### config.mk
export PLATFORM = sky130hd
export DESIGN_NAME = buffer_pool_page_replacement_flat
export DESIGN_NICKNAME = d
export VERILOG_FILES = /design/src/hdl/bppr_pkg.sv /design/src/hdl/bppr_req_if.sv /design/src/hdl/bppr_rsp_if.sv /design/src/hdl/bppr_frame_table.sv /design/src/hdl/buffer_pool_page_replacement.sv /design/src/flat_wrapper.sv
export VERILOG_INCLUDE_DIRS = /design/src /design/src/hdl
export SDC_FILE = /design/constraint.sdc
export NUM_CORES = 2
export LEC_CHECK = 0
export ABC_AREA = 1
export ABC_CLOCK_PERIOD_IN_PS = 6400
export BUFFER_PORTS_ARGS = -buffer_cell sky130_fd_sc_hd__buf_2
export CAP_MARGIN = 30
export CORE_UTILIZATION = 60
export DETAILED_ROUTE_END_ITERATION = 16
export PLACE_DENSITY_LB_ADDON = 0.12
export SYNTH_ARGS = -nofsm -noshare
export SYNTH_HDL_FRONTEND = slang
export SYNTH_SLANG_ARGS = --single-unit
### constraint.sdc
create_clock -name clk -period 6.4 [get_ports clk]
set_input_delay 1.28 -clock clk [delete_from_list [all_inputs] [get_ports clk]]
set_output_delay 1.28 -clock clk [all_outputs]
set_load 0.005 [all_outputs]
### src/hdl/buffer_pool_page_replacement_defines.svh
// Assertion macros shared by the buffer pool replacement RTL.
// Included by modules that carry concurrent assertions; no other dependencies.
`ifndef BUFFER_POOL_PAGE_REPLACEMENT_DEFINES_SVH
`define BUFFER_POOL_PAGE_REPLACEMENT_DEFINES_SVH

// Same-cycle implication, disabled while reset is asserted.
`define BPPR_ASSERT_NOW(label, clk, rst_n, ante, cons) \
	label: assert property (@(posedge clk) disable iff (!(rst_n)) (ante) |-> (cons)) \
		else $error("bppr assertion failed");

// Next-cycle implication, disabled while reset is asserted.
`define BPPR_ASSERT_NEXT(label, clk, rst_n, ante, cons) \
	label: assert property (@(posedge clk) disable iff (!(rst_n)) (ante) |=> (cons)) \
		else $error("bppr assertion failed");

`endif

### src/hdl/bppr_pkg.sv
// Package of the buffer pool replacement block: sizes, codes and frame types.
// No dependencies; the frame table, the top level and the testbench import it.
`timescale 1ns / 1ps
package bppr_pkg;
	localparam int FRAMES      = 16;
	localparam int PAGE_BITS   = 31;
	localparam int IDX_W       = $clog2(FRAMES);
	localparam int N_W         = $clog2(FRAMES + 1);
	localparam int CNT_W       = N_W + 1;
	localparam int PIN_W       = 16;
	localparam int STAMP_W     = 32;
	localparam int TOTAL_W     = 32;
	localparam int PAGE_OUT_W  = 31;
	localparam int FRAME_OUT_W = 4;
	localparam int CFG_IDX_W   = 1;
	localparam int CFG_DATA_W  = 5;

	localparam logic [CFG_IDX_W-1:0] CFG_POLICY = 1'b0;
	localparam logic [CFG_IDX_W-1:0] CFG_FRAMES = 1'b1;

	localparam logic [1:0] POL_FIFO  = 2'd0;
	localparam logic [1:0] POL_LRU   = 2'd1;
	localparam logic [1:0] POL_CLOCK = 2'd2;

	localparam logic [2:0] ACT_PIN   = 3'd0;
	localparam logic [2:0] ACT_UNPIN = 3'd1;
	localparam logic [2:0] ACT_DIRTY = 3'd2;
	localparam logic [2:0] ACT_FORCE = 3'd3;
	localparam logic [2:0] ACT_FLUSH = 3'd4;

	localparam logic [1:0] KIND_DONE  = 2'd0;
	localparam logic [1:0] KIND_WRITE = 2'd1;
	localparam logic [1:0] KIND_READ  = 2'd2;

	localparam logic [1:0] ST_OK         = 2'd0;
	localparam logic [1:0] ST_NOT_RES    = 2'd1;
	localparam logic [1:0] ST_NEG_PAGE   = 2'd2;
	localparam logic [1:0] ST_ALL_PINNED = 2'd3;

	typedef struct packed {
		logic                 valid;
		logic [PAGE_BITS-1:0] page;
		logic                 dirty;
		logic [PIN_W-1:0]     pins;
		logic [STAMP_W-1:0]   stamp;
	} frame_entry_t;

	typedef struct packed {
		logic         en;
		frame_entry_t entry;
	} frame_wr_t;
endpackage

### src/hdl/bppr_req_if.sv
// Request channel of the buffer pool block: valid, ready and the request fields.
// Depends on nothing but its own signals.
`timescale 1ns / 1ps
interface bppr_req_if;
	logic               valid;
	logic               ready;
	logic [2:0]         action;
	logic signed [31:0] page_number;

	modport source (output valid, output action, output page_number, input ready);
	modport sink (input valid, input action, input page_number, output ready);
endinterface

### src/hdl/bppr_rsp_if.sv
// Result channel of the buffer pool block: valid, ready and the result fields.
// Depends on nothing but its own signals.
`timescale 1ns / 1ps
interface bppr_rsp_if;
	logic        valid;
	logic        ready;
	logic [1:0]  kind;
	logic [1:0]  status;
	logic [3:0]  frame_index;
	logic [30:0] page_number_out;
	logic [15:0] fix_count;
	logic        was_hit;
	logic        last;
	logic [31:0] read_total;
	logic [31:0] write_total;

	modport source (output valid, output kind, output status, output frame_index,
		output page_number_out, output fix_count, output was_hit, output last,
		output read_total, output write_total, input ready);
	modport sink (input valid, input kind, input status, input frame_index,
		input page_number_out, input fix_count, input was_hit, input last,
		input read_total, input write_total, output ready);
endinterface

### src/hdl/bppr_frame_table.sv
// Frame table storage: one entry per frame, one shared read/write index.
// Depends on bppr_pkg.
`timescale 1ns / 1ps
module bppr_frame_table import bppr_pkg::*; (
	input  logic             clk,
	input  logic             arst_n,
	input  logic [IDX_W-1:0] idx,
	input  frame_wr_t        wr,
	output frame_entry_t     rd
);
	logic [FRAMES-1:0]    valid_q;
	logic [FRAMES-1:0]    dirty_q;
	logic [PIN_W-1:0]     pins_q  [FRAMES];
	logic [STAMP_W-1:0]   stamp_q [FRAMES];
	logic [PAGE_BITS-1:0] page_q  [FRAMES];

	assign rd.valid = valid_q[idx];
	assign rd.dirty = dirty_q[idx];
	assign rd.pins  = pins_q[idx];
	assign rd.stamp = stamp_q[idx];
	assign rd.page  = page_q[idx];

	always_ff @(posedge clk or negedge arst_n) begin
		if (!arst_n) begin
			valid_q <= '0;
			dirty_q <= '0;
			for (int i = 0; i < FRAMES; i++) begin
				pins_q[i]  <= '0;
				stamp_q[i] <= '0;
			end
		end else if (wr.en) begin
			valid_q[idx] <= wr.entry.valid;
			dirty_q[idx] <= wr.entry.dirty;
			pins_q[idx]  <= wr.entry.pins;
			stamp_q[idx] <= wr.entry.stamp;
		end
	end

	// Page numbers are only looked at behind the valid bit, so they need no reset.
	always_ff @(posedge clk) begin
		if (wr.en) begin
			page_q[idx] <= wr.entry.page;
		end
	end
endmodule

### src/hdl/buffer_pool_page_replacement.sv
// Operation: a request is taken in S_IDLE, then the sequencer walks the frames in use
// one per cycle; the flush sweep holds while a write-back waits for the output register.
// A CLOCK miss may sweep them twice, after any stale head or hand is brought below the frame count.
// Throughput: one request at a time; the next is taken once the completion is registered.
// Reset: asynchronous, active low; all frame state but the page numbers, counters and totals clear at once.
// Top level of the buffer pool frame table; depends on bppr_pkg, the two channel
// interfaces, bppr_frame_table and the assertion macro header.
`timescale 1ns / 1ps
`include "buffer_pool_page_replacement_defines.svh"
module buffer_pool_page_replacement import bppr_pkg::*; (
	input  logic                  clk,
	input  logic                  arst_n,
	input  logic                  cfg_we,
	input  logic [CFG_IDX_W-1:0]  cfg_index,
	input  logic [CFG_DATA_W-1:0] cfg_data,
	bppr_req_if.sink              req,
	bppr_rsp_if.source            rsp
);
	// The sequencer owns a single frame index. Every step reads the entry at that index
	// through the frame table, and at most one entry is rewritten per cycle, so the
	// table behaves as a one-port store. The same read port serves the lookup, the
	// LRU minimum search and the FIFO and CLOCK sweeps.
	typedef enum logic [3:0] {
		S_IDLE, S_LOOK, S_DECIDE, S_APPLY, S_HIT, S_NORM, S_VICT,
		S_VDONE, S_LOAD, S_FLUSH, S_DONE
	} state_t;

	state_t               state_q;
	logic [1:0]           policy_q;
	logic [CFG_DATA_W-1:0] frames_q;
	logic [2:0]           act_q;
	logic [PAGE_BITS-1:0] page_q;
	logic [IDX_W-1:0]     idx_q;
	logic [CNT_W-1:0]     cnt_q;
	logic                 found_q;
	logic [IDX_W-1:0]     fidx_q;
	logic                 empty_q;
	logic [IDX_W-1:0]     eidx_q;
	logic                 anyfree_q;
	logic                 bestv_q;
	logic [IDX_W-1:0]     best_q;
	logic [STAMP_W-1:0]   best_stamp_q;
	logic [IDX_W-1:0]     fifo_head_q;
	logic [IDX_W-1:0]     hand_q;
	logic [STAMP_W-1:0]   use_q;
	logic [TOTAL_W-1:0]   reads_q;
	logic [TOTAL_W-1:0]   writes_q;

	// Completion fields collected along the way, sent in S_DONE.
	logic [1:0]           cs_status_q;
	logic [IDX_W-1:0]     cs_frame_q;
	logic [PAGE_BITS-1:0] cs_page_q;
	logic [PIN_W-1:0]     cs_fix_q;
	logic                 cs_hit_q;

	// Output register.
	logic                 ovld_q;
	logic [1:0]           o_kind_q;
	logic [1:0]           o_status_q;
	logic [IDX_W-1:0]     o_frame_q;
	logic [PAGE_BITS-1:0] o_page_q;
	logic [PIN_W-1:0]     o_fix_q;
	logic                 o_hit_q;
	logic                 o_last_q;
	logic [TOTAL_W-1:0]   o_rd_q;
	logic [TOTAL_W-1:0]   o_wr_q;

	frame_entry_t e;
	frame_wr_t    wr;
	logic [N_W-1:0]   n;
	logic [IDX_W-1:0] n_last;
	logic [IDX_W-1:0] idx_nxt;
	logic [CNT_W-1:0] vlimit;
	logic             slot_free;
	logic             pol_lru;
	logic             pol_clock;
	logic             flush_hit;
	logic             load_out;

	bppr_frame_table u_table (
		.clk    (clk),
		.arst_n (arst_n),
		.idx    (idx_q),
		.wr     (wr),
		.rd     (e)
	);

	// A frame count of zero acts as one, anything above the pool size as the pool size.
	always_comb begin
		if (frames_q == '0) begin
			n = N_W'(1);
		end else if (N_W'(frames_q) > N_W'(FRAMES)) begin
			n = N_W'(FRAMES);
		end else begin
			n = N_W'(frames_q);
		end
	end

	assign n_last    = IDX_W'(n - N_W'(1));
	assign idx_nxt   = (idx_q == n_last) ? '0 : idx_q + IDX_W'(1);
	assign pol_lru   = (policy_q == POL_LRU);
	assign pol_clock = (policy_q == POL_CLOCK);
	assign vlimit    = pol_clock ? {n, 1'b0} : CNT_W'(n);
	assign slot_free = !ovld_q || rsp.ready;
	assign flush_hit = e.valid && (e.pins == '0) && e.dirty;

	// High in every cycle in which the sequencer loads a transfer into the output register.
	assign load_out = slot_free && (((state_q == S_APPLY) && (act_q == ACT_FORCE)) ||
		((state_q == S_VDONE) && e.dirty) || (state_q == S_LOAD) ||
		((state_q == S_FLUSH) && flush_hit) || (state_q == S_DONE));

	assign req.ready = (state_q == S_IDLE);

	assign rsp.valid           = ovld_q;
	assign rsp.kind            = o_kind_q;
	assign rsp.status          = o_status_q;
	assign rsp.frame_index     = FRAME_OUT_W'(o_frame_q);
	assign rsp.page_number_out = PAGE_OUT_W'(o_page_q);
	assign rsp.fix_count       = o_fix_q;
	assign rsp.was_hit         = o_hit_q;
	assign rsp.last            = o_last_q;
	assign rsp.read_total      = o_rd_q;
	assign rsp.write_total     = o_wr_q;

	// Entry rewrite for the current step; wr.entry.pins also feeds the fix count.
	always_comb begin
		wr.en    = 1'b0;
		wr.entry = e;
		case (state_q)
			S_APPLY: begin
				if (act_q == ACT_UNPIN) begin
					wr.en = 1'b1;
					if (e.pins != '0) begin
						wr.entry.pins = e.pins - PIN_W'(1);
					end
				end else if (act_q == ACT_DIRTY) begin
					wr.en          = 1'b1;
					wr.entry.dirty = 1'b1;
				end else begin
					wr.en          = slot_free;
					wr.entry.dirty = 1'b0;
				end
			end
			S_HIT: begin
				wr.en = 1'b1;
				if (e.pins != '1) begin
					wr.entry.pins = e.pins + PIN_W'(1);
				end
				if (pol_lru) begin
					wr.entry.stamp = use_q + STAMP_W'(1);
				end else if (pol_clock) begin
					wr.entry.stamp = STAMP_W'(1);
				end
			end
			S_VICT: begin
				if (pol_clock && (e.pins == '0) && (e.stamp != '0)) begin
					wr.en          = 1'b1;
					wr.entry.stamp = '0;
				end
			end
			S_VDONE: begin
				wr.en          = e.dirty && slot_free;
				wr.entry.dirty = 1'b0;
			end
			S_LOAD: begin
				wr.en          = slot_free;
				wr.entry.valid = 1'b1;
				wr.entry.page  = page_q;
				wr.entry.dirty = 1'b0;
				wr.entry.pins  = PIN_W'(1);
				if (pol_lru) begin
					wr.entry.stamp = use_q + STAMP_W'(1);
				end else if (pol_clock) begin
					wr.entry.stamp = STAMP_W'(1);
				end
			end
			S_FLUSH: begin
				wr.en          = flush_hit && slot_free;
				wr.entry.dirty = 1'b0;
			end
			default: begin
				wr.en = 1'b0;
			end
		endcase
	end

	always_ff @(posedge clk or negedge arst_n) begin
		if (!arst_n) begin
			state_q      <= S_IDLE;
			policy_q     <= POL_FIFO;
			frames_q     <= CFG_DATA_W'(FRAMES);
			fifo_head_q  <= '0;
			hand_q       <= '0;
			use_q        <= '0;
			reads_q      <= '0;
			writes_q     <= '0;
			ovld_q       <= 1'b0;
			act_q        <= '0;
			page_q       <= '0;
			idx_q        <= '0;
			cnt_q        <= '0;
			found_q      <= 1'b0;
			fidx_q       <= '0;
			empty_q      <= 1'b0;
			eidx_q       <= '0;
			anyfree_q    <= 1'b0;
			bestv_q      <= 1'b0;
			best_q       <= '0;
			best_stamp_q <= '0;
			cs_status_q  <= ST_OK;
			cs_frame_q   <= '0;
			cs_page_q    <= '0;
			cs_fix_q     <= '0;
			cs_hit_q     <= 1'b0;
			o_kind_q     <= KIND_DONE;
			o_status_q   <= ST_OK;
			o_frame_q    <= '0;
			o_page_q     <= '0;
			o_fix_q      <= '0;
			o_hit_q      <= 1'b0;
			o_last_q     <= 1'b0;
			o_rd_q       <= '0;
			o_wr_q       <= '0;
		end else begin
			if (cfg_we) begin
				if (cfg_index == CFG_POLICY) begin
					policy_q <= cfg_data[1:0];
				end else begin
					frames_q <= cfg_data;
				end
			end
			// The output register is refilled in the same cycle its transfer leaves.
			if (load_out) begin
				ovld_q <= 1'b1;
			end else if (rsp.ready) begin
				ovld_q <= 1'b0;
			end

			case (state_q)
				S_IDLE: begin
					if (req.valid) begin
						act_q       <= req.action;
						page_q      <= req.page_number[PAGE_BITS-1:0];
						idx_q       <= '0;
						cnt_q       <= '0;
						found_q     <= 1'b0;
						empty_q     <= 1'b0;
						anyfree_q   <= 1'b0;
						bestv_q     <= 1'b0;
						cs_status_q <= ST_OK;
						cs_frame_q  <= '0;
						cs_page_q   <= '0;
						cs_fix_q    <= '0;
						cs_hit_q    <= 1'b0;
						if (req.action > ACT_FLUSH) begin
							state_q <= S_DONE;
						end else if (req.action == ACT_FLUSH) begin
							state_q <= S_FLUSH;
						end else if (req.page_number[31:PAGE_BITS] != '0) begin
							cs_status_q <= ST_NEG_PAGE;
							state_q     <= S_DONE;
						end else begin
							state_q <= S_LOOK;
						end
					end
				end
				// One pass: page match, first empty frame, any unpinned, LRU minimum.
				S_LOOK: begin
					if (e.valid && (e.page == page_q) && !found_q) begin
						found_q <= 1'b1;
						fidx_q  <= idx_q;
					end
					if (!e.valid && !empty_q) begin
						empty_q <= 1'b1;
						eidx_q  <= idx_q;
					end
					if (e.pins == '0) begin
						anyfree_q <= 1'b1;
						if (!bestv_q || (e.stamp < best_stamp_q)) begin
							bestv_q      <= 1'b1;
							best_q       <= idx_q;
							best_stamp_q <= e.stamp;
						end
					end
					idx_q <= idx_nxt;
					if (idx_q == n_last) begin
						state_q <= S_DECIDE;
					end
				end
				S_DECIDE: begin
					cs_page_q <= page_q;
					cnt_q     <= '0;
					if (found_q) begin
						idx_q   <= fidx_q;
						state_q <= (act_q == ACT_PIN) ? S_HIT : S_APPLY;
					end else if (act_q != ACT_PIN) begin
						cs_status_q <= ST_NOT_RES;
						state_q     <= S_DONE;
					end else if (empty_q) begin
						idx_q   <= eidx_q;
						state_q <= S_LOAD;
					end else if (!anyfree_q) begin
						cs_status_q <= ST_ALL_PINNED;
						state_q     <= S_DONE;
					end else if (pol_lru) begin
						idx_q   <= best_q;
						state_q <= S_VDONE;
					end else begin
						idx_q   <= pol_clock ? hand_q : fifo_head_q;
						state_q <= S_NORM;
					end
				end
				S_APPLY: begin
					cs_frame_q <= idx_q;
					cs_fix_q   <= wr.entry.pins;
					if (act_q != ACT_FORCE) begin
						state_q <= S_DONE;
					end else if (slot_free) begin
						writes_q   <= writes_q + TOTAL_W'(1);
						o_kind_q   <= KIND_WRITE;
						o_status_q <= ST_OK;
						o_frame_q  <= idx_q;
						o_page_q   <= e.page;
						o_fix_q    <= e.pins;
						o_hit_q    <= 1'b0;
						o_last_q   <= 1'b0;
						o_rd_q     <= reads_q;
						o_wr_q     <= writes_q + TOTAL_W'(1);
						state_q    <= S_DONE;
					end
				end
				S_HIT: begin
					use_q      <= use_q + STAMP_W'(1);
					cs_frame_q <= idx_q;
					cs_fix_q   <= wr.entry.pins;
					cs_hit_q   <= 1'b1;
					state_q    <= S_DONE;
				end
				// Bring a stale head or hand back below the frame count.
				S_NORM: begin
					if (N_W'(idx_q) >= n) begin
						idx_q <= IDX_W'(N_W'(idx_q) - n);
					end else begin
						state_q <= S_VICT;
					end
				end
				S_VICT: begin
					if ((e.pins == '0) && (!pol_clock || (e.stamp == '0))) begin
						if (pol_clock) begin
							hand_q <= idx_nxt;
						end else begin
							fifo_head_q <= idx_nxt;
						end
						state_q <= S_VDONE;
					end else begin
						idx_q <= idx_nxt;
						cnt_q <= cnt_q + CNT_W'(1);
						if (cnt_q + CNT_W'(1) == vlimit) begin
							cs_status_q <= ST_ALL_PINNED;
							state_q     <= S_DONE;
						end
					end
				end
				S_VDONE: begin
					if (!e.dirty) begin
						state_q <= S_LOAD;
					end else if (slot_free) begin
						writes_q   <= writes_q + TOTAL_W'(1);
						o_kind_q   <= KIND_WRITE;
						o_status_q <= ST_OK;
						o_frame_q  <= idx_q;
						o_page_q   <= e.page;
						o_fix_q    <= e.pins;
						o_hit_q    <= 1'b0;
						o_last_q   <= 1'b0;
						o_rd_q     <= reads_q;
						o_wr_q     <= writes_q + TOTAL_W'(1);
						state_q    <= S_LOAD;
					end
				end
				S_LOAD: begin
					if (slot_free) begin
						use_q       <= use_q + STAMP_W'(1);
						reads_q     <= reads_q + TOTAL_W'(1);
						o_kind_q    <= KIND_READ;
						o_status_q  <= ST_OK;
						o_frame_q   <= idx_q;
						o_page_q    <= page_q;
						o_fix_q     <= PIN_W'(1);
						o_hit_q     <= 1'b0;
						o_last_q    <= 1'b0;
						o_rd_q      <= reads_q + TOTAL_W'(1);
						o_wr_q      <= writes_q;
						cs_frame_q  <= idx_q;
						cs_fix_q    <= PIN_W'(1);
						state_q     <= S_DONE;
					end
				end
				S_FLUSH: begin
					if (!flush_hit || slot_free) begin
						if (flush_hit) begin
							writes_q   <= writes_q + TOTAL_W'(1);
							o_kind_q   <= KIND_WRITE;
							o_status_q <= ST_OK;
							o_frame_q  <= idx_q;
							o_page_q   <= e.page;
							o_fix_q    <= e.pins;
							o_hit_q    <= 1'b0;
							o_last_q   <= 1'b0;
							o_rd_q     <= reads_q;
							o_wr_q     <= writes_q + TOTAL_W'(1);
						end
						idx_q <= idx_nxt;
						if (idx_q == n_last) begin
							state_q <= S_DONE;
						end
					end
				end
				S_DONE: begin
					if (slot_free) begin
						o_kind_q   <= KIND_DONE;
						o_status_q <= cs_status_q;
						o_frame_q  <= cs_frame_q;
						o_page_q   <= cs_page_q;
						o_fix_q    <= cs_fix_q;
						o_hit_q    <= cs_hit_q;
						o_last_q   <= 1'b1;
						o_rd_q     <= reads_q;
						o_wr_q     <= writes_q;
						state_q    <= S_IDLE;
					end
				end
				default: begin
					state_q <= S_IDLE;
				end
			endcase
		end
	end

	// An accepted request always starts the sequencer.
	`BPPR_ASSERT_NEXT(a_accept_starts, clk, arst_n, req.valid && req.ready, state_q != S_IDLE)
	// Only the completion transfer closes a request.
	`BPPR_ASSERT_NOW(a_last_is_done, clk, arst_n, rsp.valid && rsp.last, rsp.kind == KIND_DONE)
	// A victim sweep never runs past its bound.
	`BPPR_ASSERT_NOW(a_sweep_bound, clk, arst_n, state_q == S_VICT, cnt_q < vlimit)
	// A read transfer always carries a pin count of one.
	`BPPR_ASSERT_NOW(a_read_fix, clk, arst_n, rsp.valid && (rsp.kind == KIND_READ),
		rsp.fix_count == 16'd1)
endmodule

### src/flat_wrapper.sv
// flat-port wrapper written by rule: the top's interface ports become plain ports
module buffer_pool_page_replacement_flat import bppr_pkg::*;
  (clk, arst_n, cfg_we, cfg_index, cfg_data, req_valid, req_action, req_page_number, req_ready, rsp_valid, rsp_kind, rsp_status, rsp_frame_index, rsp_page_number_out, rsp_fix_count, rsp_was_hit, rsp_last, rsp_read_total, rsp_write_total, rsp_ready);
  bppr_req_if req_i ();
  bppr_rsp_if rsp_i ();
  input  logic clk;
  input  logic arst_n;
  input  logic cfg_we;
  input  logic [CFG_IDX_W-1:0] cfg_index;
  input  logic [CFG_DATA_W-1:0] cfg_data;
  input wire logic [$bits(req_i.valid)-1:0] req_valid;
  input wire logic [$bits(req_i.action)-1:0] req_action;
  input wire logic [$bits(req_i.page_number)-1:0] req_page_number;
  output wire logic [$bits(req_i.ready)-1:0] req_ready;
  output wire logic [$bits(rsp_i.valid)-1:0] rsp_valid;
  output wire logic [$bits(rsp_i.kind)-1:0] rsp_kind;
  output wire logic [$bits(rsp_i.status)-1:0] rsp_status;
  output wire logic [$bits(rsp_i.frame_index)-1:0] rsp_frame_index;
  output wire logic [$bits(rsp_i.page_number_out)-1:0] rsp_page_number_out;
  output wire logic [$bits(rsp_i.fix_count)-1:0] rsp_fix_count;
  output wire logic [$bits(rsp_i.was_hit)-1:0] rsp_was_hit;
  output wire logic [$bits(rsp_i.last)-1:0] rsp_last;
  output wire logic [$bits(rsp_i.read_total)-1:0] rsp_read_total;
  output wire logic [$bits(rsp_i.write_total)-1:0] rsp_write_total;
  input wire logic [$bits(rsp_i.ready)-1:0] rsp_ready;
  assign req_i.valid = req_valid;
  assign req_i.action = req_action;
  assign req_i.page_number = req_page_number;
  assign req_ready = req_i.ready;
  assign rsp_valid = rsp_i.valid;
  assign rsp_kind = rsp_i.kind;
  assign rsp_status = rsp_i.status;
  assign rsp_frame_index = rsp_i.frame_index;
  assign rsp_page_number_out = rsp_i.page_number_out;
  assign rsp_fix_count = rsp_i.fix_count;
  assign rsp_was_hit = rsp_i.was_hit;
  assign rsp_last = rsp_i.last;
  assign rsp_read_total = rsp_i.read_total;
  assign rsp_write_total = rsp_i.write_total;
  assign rsp_i.ready = rsp_ready;
  buffer_pool_page_replacement u_core (.clk(clk), .arst_n(arst_n), .cfg_we(cfg_we), .cfg_index(cfg_index), .cfg_data(cfg_data), .req(req_i), .rsp(rsp_i));
endmodule
# After elaboration in Yosys (flattened, before gate mapping)
# Memory sizes are Yosys's and may differ from the RTL's.
# Cells that the tools add are included.
[classes]
n_eq_ne = 46
addsub = 9
n_lt_le_gt_ge = 8
muxes = 178
n_bitwise = 3
n_reduce_logical = 80
[ops]
columns = ["operator", "n"]
rows = [
  ["two-way mux 32 bit", 23],
  ["bitwise mux 512 bit", 1],
  ["bitwise mux 256 bit", 1],
  ["two-way mux 31 bit", 8],
  ["two-way mux 16 bit", 14],
  ["one-hot mux 32 bit (5 select lines)", 1],
  ["one-hot mux 31 bit (5 select lines)", 1],
  ["two-way mux 4 bit", 37],
  ["binary-select mux 32 bit (select 4 bit)", 1],
  ["demux 32 bit (select 4 bit)", 1],
  ["one-hot mux 32 bit (2 select lines)", 2],
  ["one-hot mux 32 bit (4 select lines)", 1],
  ["adder 32 x 1 -> 32 bit (second input constant)", 3],
  ["one-hot mux 16 bit (3 select lines)", 2],
  ["one-hot mux 32 bit (3 select lines)", 1],
  ["one-hot mux 16 bit (5 select lines)", 1],
  ["binary-select mux 16 bit (select 4 bit)", 1],
  ["demux 16 bit (select 4 bit)", 1],
  ["one-hot mux 31 bit (2 select lines)", 1],
  ["two-way mux 2 bit", 24],
  ["one-hot mux 4 bit (11 select lines)", 1],
  ["bitwise mux 16 bit", 2],
  ["logical NOT 32 bit", 1],
  ["less-than comparator 32 bit", 1],
  ["other kinds (72)", 194],
]
[totals]
out_inout_bits = 123
in_bits = 46
mem_count = 1
register_bits = 1183
elab_cells = 394
ram_bits = 496
[mem_list]
columns = ["name", "depth", "word_bits", "read_ports", "rd_ports_with_merged_regs", "write_ports", "line", "rtl"]
rows = [
  ["u_core.u_table.page_q", 16, 31, 1, 0, 1, "bppr_frame_table.sv:15", "logic [PAGE_BITS-1:0] page_q [FRAMES];"],
]

# Longest topological paths before layout
[logic_depth]
ltp_word = 12
ltp_mapped = 27
mapped_depth_nobuf = 23

# Hierarchy
# Synthesis repeated with hierarchy kept, for this count alone.
[unflattened]
hier_cells = 10439
area_unflattened_um2 = 81498.2
[by_module_without_submodules]
columns = ["mod", "area_per_inst_um2", "n_inst", "seq_area_each_um2", "cells_per_inst"]
rows = [
  ["bppr_frame_table", 58177.0, 1, 34913.5, 7109],
  ["buffer_pool_page_replacement", 23321.1, 1, 9585.4, 3330],
]

# Least setup slack after synthesis
# No wires, ideal clock.
[synth_timing]
path_type = "reg-to-reg"
startpoint = "register u_core.idx_q[1]"
endpoint = "memory u_core.u_table.page_q[13][0] (enable)"
path_stages_with_launch = 24
synth_period_minus_slack_ns = 3.717
setup_slack_ns = 2.683
arrival_time_ns = 3.341
path_buffers = 4
setup_ns = 0.377
required_time_ns = 6.023
cell_sequence = "dfrtp_1 -> buf_4 -> buf_2 -> clkbuf_1 -> nor2_1 -> o21ai_0 -> o21ai_1 -> nand2_1 -> nand2_1 -> inv_1 -> nand2_4 -> inv_1 -> ha_1 -> nand2_1 -> nor2_1 -> nand2_1 -> nor2_4 -> nand2_2 -> nand2_1 -> nand2_1 -> nand2_2 -> nor2_8 -> nor2_2 -> buf_2"
[synth_between]
elab_chain_cells = 11
elab_cells_between_ends = 23
classes_between = "14 x mux; 1 x bitwise; 8 x reduce/logical"
[synth_lines]
columns = ["item", "line", "rtl"]
rows = [
  ["from (decl)", "buffer_pool_page_replacement.sv:33", "logic [IDX_W-1:0] idx_q;"],
  ["from (signal assigned)", "buffer_pool_page_replacement.sv:285", "idx_q <= idx_nxt;"],
  ["from (signal assigned)", "buffer_pool_page_replacement.sv:294", "idx_q <= fidx_q;"],
  ["from (signal assigned)", "buffer_pool_page_replacement.sv:300", "idx_q <= eidx_q;"],
  ["NOT 4 -> 5 bit (not written as such)", "bppr_frame_table.sv:19, bppr_frame_table.sv:20", ""],
  ["binary-select mux 16 bit (select 4 bit)", "bppr_frame_table.sv:19", "assign rd.pins = pins_q[idx];"],
  ["two-way mux 16 bit (not written as such) (2 in a row)", "bppr_frame_table.sv:19", ""],
  ["logical NOT 16 bit", "buffer_pool_page_replacement.sv:105, buffer_pool_page_replacement.sv:156", ""],
  ["logical AND 1 bit, on equally long branches (2 in a row)", "buffer_pool_page_replacement.sv:156, buffer_pool_page_replacement.sv:105", ""],
  ["two-way mux 1 bit or logical AND 1 bit (tied branches)", "buffer_pool_page_replacement.sv:156, buffer_pool_page_replacement.sv:178", ""],
  ["one-hot mux 1 bit (6 select lines)", "buffer_pool_page_replacement.sv:129", "case (state_q)"],
  ["two-way mux 1 bit", "bppr_frame_table.sv:41", "if (wr.en) begin"],
  ["two-way mux 1 bit (not written as such)", "bppr_frame_table.sv:42", "page_q[idx] <= wr.entry.page;"],
  ["to (decl)", "bppr_frame_table.sv:15", ""],
]
# Parallel ways exist; a longest one is shown, timed or not. The select of a mux whose other input is x is not followed.

# Worst setup path after layout
[layout_timing]
startpoint = "register u_core.idx_q[0]"
endpoint = "register u_core.u_table.stamp_q[145] (netlist bit)"
[layout_between]
elab_chain_cells = 10
elab_cells_between_ends = 31
classes_between = "2 x order compare; 19 x mux; 1 x bitwise; 9 x reduce/logical"
[layout_lines]
columns = ["item", "line", "rtl"]
rows = [
  ["NOT 4 -> 5 bit (not written as such)", "bppr_frame_table.sv:19, bppr_frame_table.sv:20, bppr_frame_table.sv:35", ""],
  ["binary-select mux 16 bit (select 4 bit)", "bppr_frame_table.sv:19", ""],
  ["two-way mux 16 bit (not written as such) (2 in a row)", "bppr_frame_table.sv:19", ""],
  ["logical NOT 16 bit", "buffer_pool_page_replacement.sv:105, buffer_pool_page_replacement.sv:156", ""],
  ["logical AND 1 bit (2 in a row)", "buffer_pool_page_replacement.sv:156", "if (pol_clock && (e.pins == '0) && (e.stamp != '0)) begin"],
  ["two-way mux 32 bit", "buffer_pool_page_replacement.sv:156", ""],
  ["one-hot mux 32 bit (2 select lines)", "buffer_pool_page_replacement.sv:129", ""],
  ["bitwise mux 512 bit", "bppr_frame_table.sv:35", "stamp_q[idx] <= wr.entry.stamp;"],
  ["to (signal, indexed assignment)", "bppr_frame_table.sv:35", ""],
  ["to (decl)", "bppr_frame_table.sv:14", "logic [STAMP_W-1:0] stamp_q [FRAMES];"],
]
# Parallel ways exist; a longest one is shown, timed or not. The select of a mux whose other input is x is not followed.
# A chain may end at the register's enable or synchronous reset.

==> impl_metrics.json <==
{
  "outcome": "complete, no violations",
  "netlist_area_um2": 80100,
  "yosys_most_used_dff": "dfrtp_1",
  "grt_pass1_wl_um": 397000,
  "port_buffers": 168,
  "clk_latency_ps": 820,
  "fin_cells": 11745,
  "cap_viol_max_count": 0,
  "worstPathMaxFanout": 152,
  "critPathRequiredTime_ps": 7130,
  "gp_congestion": 0.928,
  "drive_above_1_share": 0.0742,
  "endpoint_kind": "flip-flop",
  "period_share": 0.930,
  "crit_buf_inv": 3,
  "grt_start_max_net_pins": 188,
  "grt_use_total": 0.383,
  "drc": 0,
  "cpPeakStageDelay_ps": 760,
  "clock_path_buffers": 3,
  "fin_skew_ps": 29.4,
  "start_kind": "flip-flop",
  "rsz0062_at_grt": "false",
  "synthCells": 9900,
  "worst_hold_slack_ps": 458,
  "report.final.slew_viol_count": 0,
  "cts.clk_slew.worst_paths_ps": 60,
  "core_area_um2": 132000,
  "post-route-min-period_ps": 5950,
  "synth-simple-area-share": 0.279,
  "ctsResizeCount": 0,
  "dr.pass1.iters": 7,
  "rrSetupSlack_ps": 450,
  "cpMostUsedCell": "nand2_1",
  "place_inst": 11421,
  "totalPowerFinal_mw": 43.5,
  "hold_path_class": "in -> async",
  "first_iter_violations": 9060,
  "slew-limit-headroom": 0.0892,
  "crit_arrival_ps": 6680,
  "die_h_um": 367,
  "rows": 133,
  "overflow": 0,
  "cts_tree": "done",
  "layout_common_cells": "nand2_1, nor2_1, dfrtp_1",
  "pin_count": 169,
  "max_slew.worst_pin.slew_ps": 1370,
  "synth.area.mux_share": 0.000999,
  "die_area_um2": 135000,
  "antenna_found_initial": 2,
  "syn_nets": 9994,
  "initial_core_util": 0.607,
  "antenna_cells": 0,
  "grt_pass1_vias": 66594,
  "num_vias": 69800,
  "reg2reg_depth": 19,
  "slowest_stage": "inv_8",
  "crit_family": "simple AND/OR/NAND/NOR gates",
  "synth-seq-cells": 1679,
  "fin_setup_tns_ps": 0,
  "ctsHoldBuffers": 0,
  "synth_xor_area_frac": 0.0124,
  "fmax_mhz": 168,
  "synth.avg_cell_area_um2": 8.09,
  "ant_nets": 0,
  "yosysUniqueCellTypes": 52,
  "cts_sinks": 1679,
  "async_reset_ff_frac": 0.705,
  "crit_chain": "inv_8, nand2_1, nand3_1, nand2_1, nand2_1, nand2_1, nor2_1, nand2_1, nor2_1, nand3_1, nor2_1, nand2_1, nand4_1, nand3_2, buf_4, nand2_4, buf_4, nand2_1, nand2_1",
  "synthAdderAreaFrac": 0.00759,
  "drt_wl_total_um": 260000,
  "yosysWarnings": 0,
  "die_w_um": 367,
  "final_hold_viol_count": 0,
  "dp_hpwl_um": 152000,
  "final_nets": 9938,
  "synth_top_family_by_area": "simple AND/OR/NAND/NOR gates",
  "synthToLayoutAreaGrowth_pct": 10.5,
  "powerDensity_nw_per_um2": 491,
  "crit_type": "reg -> reg",
  "r2r_start": "u_core.idx_q[0]",
  "power.leakage_nw": 43.8,
  "htreeDepth": 4,
  "ir_drop_uv": 321,
  "wl_per_cell_um": 22.2,
  "cts-root-buf": "clkbuf_16",
  "synth_edf_count": 496,
  "layout_commonest_cell": "nand2_1",
  "synth_compound_gate_area_share": 0.0927,
  "vias_per_cell": 5.94,
  "cts_setup_buffers": 0,
  "cts_buffers": 174,
  "final-setup-viol-count": 0,
  "seq_area_frac_synth": 0.555,
  "reg2reg_to": "u_core.u_table.stamp_q[145]"
}
-- cells in the mapped netlist, types with 43 or more instances --
master,n,area (um^2)
a21oi_1,139,696
buf_1,43,161
buf_2,173,866
buf_4,82,616
clkbuf_1,280,1050
dfrtp_1,1182,29600
edfxtp_1,496,14900
ha_1,47,588
inv_1,358,1340
nand2_1,3919,14700
nand3_1,232,1160
nand4_1,50,313
nor2_1,1315,4940
nor3_1,61,305
o21ai_0,985,4930
o21ai_1,138,691
o22ai_1,74,463
xor2_1,93,815
-- how the worst max path moves through the flow --
stage,to,slack [ps],start,cells after the start
after floorplan,u_core.u_table.page_q[13][0],2680,u_core.idx_q[1],23
after global placement,u_core.u_table.stamp_q[153],850,u_core.idx_q[0],20
after detailed placement,u_core.u_table.stamp_q[139],760,u_core.idx_q[0],20
after CTS,u_core.u_table.stamp_q[145],700,u_core.idx_q[0],20
after global routing,u_core.u_table.stamp_q[159],530,u_core.idx_q[0],20
final,u_core.u_table.stamp_q[145],450,u_core.idx_q[0],19
-- registers in the layout, summed over array words and instances (netlist names), 5 cells and up --
signal	cells
u_core.cnt_q	6
u_core.rsp.write_total	32
u_core.rsp.read_total	32
u_core.use_q	32
u_core.rsp.page_number_out	31
u_core.cs_fix_q	16
u_core.u_table.pins_q	256
u_core.u_table.dirty_q	16
u_core.writes_q	32
u_core.frames_q	5
u_core.best_stamp_q	32
u_core.cs_page_q	31
u_core.rsp.fix_count	16
u_core.u_table.page_q	496
u_core.u_table.valid_q	16
u_core.u_table.stamp_q	512
u_core.page_q	31
u_core.reads_q	32
-- routing by layer --
layer | GRT usage | part of all wire | vias up
met5 | 0 | 0.000050 | -
met4 | 0.197 | 0.054 | 2
met1 | 0.511 | 0.39 | 33447
li1 | - | - | 31598
met2 | 0.605 | 0.46 | 3983
met3 | 0.0662 | 0.096 | 770
-- power breakdown --
part | leakage, nW | internal [mW] | switching (mW)
logic | 20.4 | 4.53 | 13.4
clock network | 2.84 | 5.90 | 4.38
registers | 20.5 | 14.2 | 1.11
-- worst reg2reg max path, cell delays in order, from the launching register on --
cell and delay [ps]:
dfrtp_4 650, inv_8 760, nand2_1 250, nand3_1 110, nand2_1 170, nand2_1 110
nand2_1 60, nor2_1 270, nand2_1 220, nor2_1 270, nand3_1 210, nor2_1 160
nand2_1 350, nand4_1 220, nand3_2 490, buf_4 410, nand2_4 60, buf_4 760
nand2_1 220, nand2_1 130
-- through the flow --
| stage | util | setup slack [ps] | instance area, um^2 |
|---|---|---|---|
| floorplan | - | 2680 | 80100 |
| global route | 0.671 | 527 | 88500 |
| detailed placement | 0.627 | 760 | 82800 |
| CTS | 0.671 | 700 | 88500 |
| finish | 0.671 | 450 | 88500 |
| global placement | 0.627 | 845 | 82800 |
-- final cells by class --
| cell class | instances | area, um^2 |
|---|---|---|
| well taps | 1755 | 2200 |
| clock inverters | 65 | 692 |
| inverters | 369 | 1400 |
| repair buffers | 356 | 3040 |
| flip-flops and latches | 1679 | 44500 |
| clock buffers | 257 | 5060 |
| multi-input cells | 7264 | 31600 |
| fillers | 10830 | 43400 |
-- logic make-up after synthesis --
| group | count (synthesis) |
|---|---|
| fa+ha+maj | 48 |
| flops | 1679 |
| xor+xnor | 113 |
| mux | 8 |
| simple gates | 5676 |
| buf+inv | 957 |
| compound gates | 1419 |
Note: power is estimated with default switching activity, not from simulation.
